[src/mcs_pkg.sv]
package mcs_pkg;

	localparam int SAMPLE_W   = 16;
	localparam int MAX_PIXELS = 4096;
	localparam int ADDR_W     = $clog2(MAX_PIXELS);
	localparam int CNT_W      = ADDR_W + 1;
	localparam int PIX_W      = 8;
	localparam int SPAN_W     = SAMPLE_W;
	localparam int DIV_W      = SPAN_W + 1;
	localparam int DVD_W      = CNT_W;
	localparam int ITER_W     = $clog2(DVD_W + 1);
	localparam int PROD_W     = SPAN_W + PIX_W;
	localparam int COLS_RESET = 64;

	// Iteration counts of the dividers.
	localparam logic [ITER_W-1:0] ITER_IDX = ITER_W'(DVD_W);
	localparam logic [ITER_W-1:0] ITER_PIX = ITER_W'(PIX_W);

	// Configuration register indexes.
	localparam logic CFG_TRANSPOSE = 1'b0;
	localparam logic CFG_COLUMNS   = 1'b1;

	localparam logic signed [SAMPLE_W-1:0] SAMPLE_TOP = {1'b0, {(SAMPLE_W-1){1'b1}}};
	localparam logic signed [SAMPLE_W-1:0] SAMPLE_BOT = {1'b1, {(SAMPLE_W-1){1'b0}}};

	// Commands from the controller to the datapath.
	typedef struct packed {
		logic load;
		logic emit;
		logic t1_start;
		logic t2_start;
		logic addr_tr;
		logic prep;
		logic band_start;
		logic fire;
	} cmd_t;

	// Status from the datapath to the controller.
	typedef struct packed {
		logic svc_ok;
		logic tr_ok;
		logic div_done;
		logic rem_zero;
	} stat_t;

	typedef struct packed {
		logic [SPAN_W-1:0] off;
		logic [SPAN_W-1:0] span;
	} band_t;

	// Offset and span of one band; a flat band or a sample below the minimum
	// yields a zero offset over a unit span so that the quotient is zero.
	function automatic band_t band_prep(input logic signed [SAMPLE_W-1:0] s,
			input logic signed [SAMPLE_W-1:0] lo, input logic signed [SAMPLE_W-1:0] hi);
		logic signed [SAMPLE_W:0] d_span;
		logic signed [SAMPLE_W:0] d_off;
		band_t r;
		d_span = {hi[SAMPLE_W-1], hi} - {lo[SAMPLE_W-1], lo};
		d_off  = {s[SAMPLE_W-1], s} - {lo[SAMPLE_W-1], lo};
		if (hi <= lo || s < lo) begin
			r.off  = '0;
			r.span = SPAN_W'(1);
		end else begin
			r.span = d_span[SPAN_W-1:0];
			r.off  = (d_off > d_span) ? d_span[SPAN_W-1:0] : d_off[SPAN_W-1:0];
		end
		return r;
	endfunction

endpackage

[src/mcs_ctrl.sv]
module mcs_ctrl (
	input  logic            clk,
	input  logic            arst_n,
	input  logic            start,
	input  logic            kind,
	input  mcs_pkg::stat_t  stat,
	output mcs_pkg::cmd_t   cmd,
	output logic            busy
);

	typedef enum logic [6:0] {
		ST_IDLE   = 7'b0000001,
		ST_TDIV1  = 7'b0000010,
		ST_TDIV2  = 7'b0000100,
		ST_RD     = 7'b0001000,
		ST_PREP   = 7'b0010000,
		ST_BSTART = 7'b0100000,
		ST_BDIV   = 7'b1000000
	} state_t;

	state_t state_q;
	state_t state_d;

	// Next state and commands.
	always_comb begin
		state_d = state_q;
		cmd     = '0;
		unique case (state_q)
			ST_IDLE: begin
				if (start && !kind) begin
					cmd.load = 1'b1;
				end else if (start && stat.svc_ok) begin
					cmd.emit = 1'b1;
					if (stat.tr_ok) begin
						cmd.t1_start = 1'b1;
						state_d      = ST_TDIV1;
					end else begin
						state_d = ST_RD;
					end
				end
			end
			ST_TDIV1: begin
				if (stat.div_done) begin
					if (stat.rem_zero) begin
						cmd.t2_start = 1'b1;
						state_d      = ST_TDIV2;
					end else begin
						state_d = ST_RD;
					end
				end
			end
			ST_TDIV2: begin
				if (stat.div_done) begin
					cmd.addr_tr = 1'b1;
					state_d     = ST_RD;
				end
			end
			ST_RD: begin
				state_d = ST_PREP;
			end
			ST_PREP: begin
				cmd.prep = 1'b1;
				state_d  = ST_BSTART;
			end
			ST_BSTART: begin
				cmd.band_start = 1'b1;
				state_d        = ST_BDIV;
			end
			ST_BDIV: begin
				if (stat.div_done) begin
					cmd.fire = 1'b1;
					state_d  = ST_IDLE;
				end
			end
			default: begin
				state_d = ST_IDLE;
			end
		endcase
	end

	// State register.
	always_ff @(posedge clk or negedge arst_n) begin
		if (!arst_n) begin
			state_q <= ST_IDLE;
		end else begin
			state_q <= state_d;
		end
	end

	assign busy = (state_q != ST_IDLE);

endmodule

[config.mk]
export PLATFORM = sky130hd
export DESIGN_NAME = mcs_ctrl
export DESIGN_NICKNAME = d
export VERILOG_FILES = /design/src/mcs_pkg.sv /design/src/mcs_ctrl.sv
export SDC_FILE = /design/constraint.sdc
export NUM_CORES = 1
export LEC_CHECK = 0
export BUFFER_PORTS_ARGS = -buffer_cell sky130_fd_sc_hd__buf_2
export CAP_MARGIN = 0
export CELL_PAD_IN_SITES_DETAIL_PLACEMENT = 0
export CELL_PAD_IN_SITES_GLOBAL_PLACEMENT = 1
export CORE_MARGIN = 4
export CORE_UTILIZATION = 35
export CTS_CLUSTER_SIZE = 30
export DETAILED_ROUTE_END_ITERATION = 16
export PLACE_DENSITY = 0.75
export SLEW_MARGIN = 20
export SYNTH_ARGS = -nofsm -noshare
export SYNTH_HDL_FRONTEND = slang
export SYNTH_SLANG_ARGS = --single-unit
[constraint.sdc]
create_clock -name clk -period 2.14 [get_ports clk]
set_input_delay 0.107 -clock clk [delete_from_list [all_inputs] [get_ports clk]]
set_output_delay 0.107 -clock clk [all_outputs]
set_load 0.02 [all_outputs]
# [Word level (Yosys, flattened, before mapping)]
# Cells that the tools add are included.
# Widths: inputs -> output; s select.
[totals] regBits=7 input_bits=8 output_inout_bits=9 elab_cells=39
[op_classes] eq_ne=13 n_mux=21 reduce_logical=4
[ops] cell="$pmux 7 s7" n=1
[ops] cell="$mux 7" n=5
[ops] cell="$mux 1" n=10
[ops] cell="$ne 2x2->1 const B" n=5
[ops] cell="$mux 4" n=2
[ops] cell="$eq 7x1->1 const B" n=1
[ops] cell="$eq 7x2->1 const B" n=1
[ops] cell="$eq 7x3->1 const B" n=1
[ops] cell="$eq 7x4->1 const B" n=1
[ops] cell="$eq 7x5->1 const B" n=1
[ops] cell="$eq 7x6->1 const B" n=1
[ops] cell="$eq 7x7->1 const B" n=1
[ops] cell="$ne 7x1->1 const B" n=1
[ops] cell="$reduce_and 5->1" n=1
[ops] cell="$mux 2" n=2
[ops] cell="$mux 3" n=1
[ops] cell="$logic_and 1x1->1" n=2
[ops] cell="$logic_not 1->1" n=1

# [Depth between registers and ports, before layout]
[logic_depth] word_depth=4 ltp_mapped=5 depth_no_buf=4

# [Worst setup path after synthesis]
# No wires, ideal clock.
[synth_timing] path_type="register -> output" startpoint="reg state_q[4]" endpoint="out cmd[7] in the netlist's numbering" t_arrival_ps=1959 required_ps=2033 path_slack_ps=74 path_stages_with_launch=6 n_path_buf=1 cell_sequence="dfrtp_1 -> buf_6 -> or3_4 -> nor3_1 -> nand3b_1 -> nor3b_1"
[synth_rtl] element="start, declared" line_no="mcs_ctrl.sv:21" rtl="state_t state_q;"
[synth_rtl] element="start signal, assigned" line_no="mcs_ctrl.sv:86" rtl="state_q <= state_d;"
[synth_rtl] element="end, declared" line_no="mcs_ctrl.sv:7" rtl="output mcs_pkg::cmd_t cmd,"

==> reports/qor.yml <==
status: "finished clean"
synth_top_area_share_pct: 26.73
regMostFlops: "state_q"
crit_buf_inv: 1
first_global_vias: 498
root_buffer: "clkbuf_4"
hold_viol: 0
drv_slew: 0
total_power_uw: 665.9
syn_area_per_cell_um2: 8.512
vias: 555
grtUsageTotal_pct: 14.57
hpwl_mm: 1.017
die_h_um: 48.07
io_pins: 17
die-area_um2: 2310
routed_wirelength_mm: 1.449
io_buffers: 16
cp_cell_sequence: "or3_4 -> or3_1 -> nor3_2 -> and2_1 -> buf_2"
die_x_um: 48.07
seqPwrFrac_pct: 31.0
synth_cell_types: 31
drv_cap: 0
globalplace.congestion: 0.7270
fin_skew_ns: 0.008286
finalCritPeriodShare_pct: 95.14
slew-limit-headroom_pct: 67.30
power_frac_comb_pct: 50.4
syn-cell-area_um2: 561.8
crit_fanout: 7
syn-num-nets: 74
cts_buffers: 3
drive_gt1_share_pct: 40.70
layout_common_cells: "buf_2, dfrtp_1, nor3_1, nor2_1, buf_4"
final_nets: 95
drt-vias-per-instance: 5.441
ys_seq_area_share_pct: 31.40
whs_ns: 0.1695
power.density_nw_per_um2: 932.1
leakagePower_uw: 0.0003333
syn_to_final_growth_pct: 27.17
rsz0062_at_grt: "no"
start_util_pct: 37.29
synth-async-reset-ratio_pct: 100.0
power_frac_clock_pct: 18.6
p_sw_uw: 275.7
power.share.switching_pct: 41.40
biggestRegsByFlops: "state_q x7"
rows: 14
synth-edff-count: 0
critPathMaxStageDelay_ns: 0.45
tritoncts: "done"
yosysTopAreaCell: "dfrtp_1"
arrival_ns: 1.93
tightest_slew_ns: 0.4905
cts.sinks: 7
coreArea_um2: 1506
synth_area_leaders: "dfrtp_1, nor3_1, nor4b_2, dfstp_2, nor4_1"
required_ns: 2.03
first_pass_iters: 3
synth_flop_cell: "dfrtp_1"
finalSetupViolCount: 0
clockBufferDepth: 2
n_antenna_cell: 0
wl_per_cell_um: 14.21
htreeDepth: 1
tns_ns: 0
largest_reg_flops: 7
crit_slowest_cell: "dfrtp_1"
synthCells: 66
drt_iter0_markers: 6
grt_antenna_before_repair: 0
place_inst: 95
fin_cells: 102
start_kind: "flip-flop"
ys_ff_latch: 7
clock_latency_ns: 0.25
end_kind: "primary output"
overflow: 0
fmax_mhz: 491.2
clk_pin_slew_worst_paths_ns: 0.06
hp-class: "input port to flip-flop"
grt_pass1_wl_mm: 2.325
drc: 0
final_common_cell: "buf_2"
vdd_drop_max_mv: 0.3033
grt_max_degree: 16
path_class: "flip-flop to primary output"
synth.yosys.warnings: 0
fin_crit_ns: 2.036
intPower_uw: 390.3
drtAntennaViolNets: 0
cpLargestDelayFamily: "simple AND/OR/NAND/NOR gates"
path summary, 6_finish.rpt:
| kind | from | cells past startpoint | slack, ns | end |
|---|---|---|---|---|
| worst max-delay path | state_q[3] | 5 | 0.10 | cmd[4] |
| worst min-delay path | stat[2] | 3 | 0.17 | state_q[1] |
| worst max register to register | state_q[1] | 4 | 0.33 | state_q[0] |
| worst min register to register | state_q[3] | 1 | 0.60 | state_q[6] |
| max in group asynchronous | arst_n | 2 | 1.69 | state_q[0] |
| min in group asynchronous | arst_n | 2 | 0.21 | state_q[3] |
final cells by class:
type                    count  area [um^2]
fillers                   153        792.0
multi-input cells          50        352.8
flip-flops and latches      7        176.4
repair buffers             22        127.6
clock buffers               4        26.28
well taps                  16        20.02
inverters                   3        11.26
cell usage after synthesis, types with 3 or more instances:
cell type,instances
o21ai_0,3
nand2_1,4
dfrtp_1,6
nor2_1,5
nor3_1,7
clkbuf_1,4
inv_1,3
nor4_1,4
nand3_1,3
power groups by stage:
stage	sequential (uW)	clock, uW	combinational (uW)
after CTS	204	127	284
after global routing	211	137	365
after detailed placement	206	0	280
after floorplan	179	0	228
final	206	124	335
after global placement	207	0	282
worst register-to-register path, delay by kind of cell (launching register included):
family             cells  cell delay [ns]
and+or+nand+nor        3             1.03
AOI/OAI and AO/OA      1             0.24
DFF                    1             0.48
per-layer routing:
metal	wire (um)	GRT usage, %	part of all wire [%]	vias up
li1	-	-	-	285
met1	707	22.82	49	265
met2	703	18.47	49	5
met3	37	1.504	2.6	0
met4	0	8.602	0	0
met5	0	0	0	-
cell families (layout without fill, tap and decap cells):
logic type / count (synthesis) / after routing / synth area share [%]
and+or+nand+nor: 39 / 39 / 45.66
muxes: 2 / 2 / 4.454
xor gates and xnor gates: 1 / 1 / 1.559
DFF: 7 / 7 / 31.40
AOI/OAI and AO/OA: 8 / 8 / 9.354
buffers and inverters: 9 / 29 / 7.570
repair_timing:
| action | 4_1_cts | 5_1_grt |
|---|---|---|
| buffers inserted | 0 | 2 |
| hold buffers | 1 | 0 |
| setup endpoints to repair | 0 | 3 |
| endpoints found under the hold margin | 7 | 0 |
| gates resized for setup | 0 | 2 |
stage by stage:
stage               instance area, um^2  util, %  worst slack (ns)
floorplan                         561.8        -           0.07392
global placement                  653.1    43.36            0.3100
detailed placement                653.1    43.36            0.3444
CTS                               689.4    45.76           0.06248
global route                      714.4    47.43           0.01463
finish                            714.4    47.43            0.1041
(Power assumes the default switching activity.)
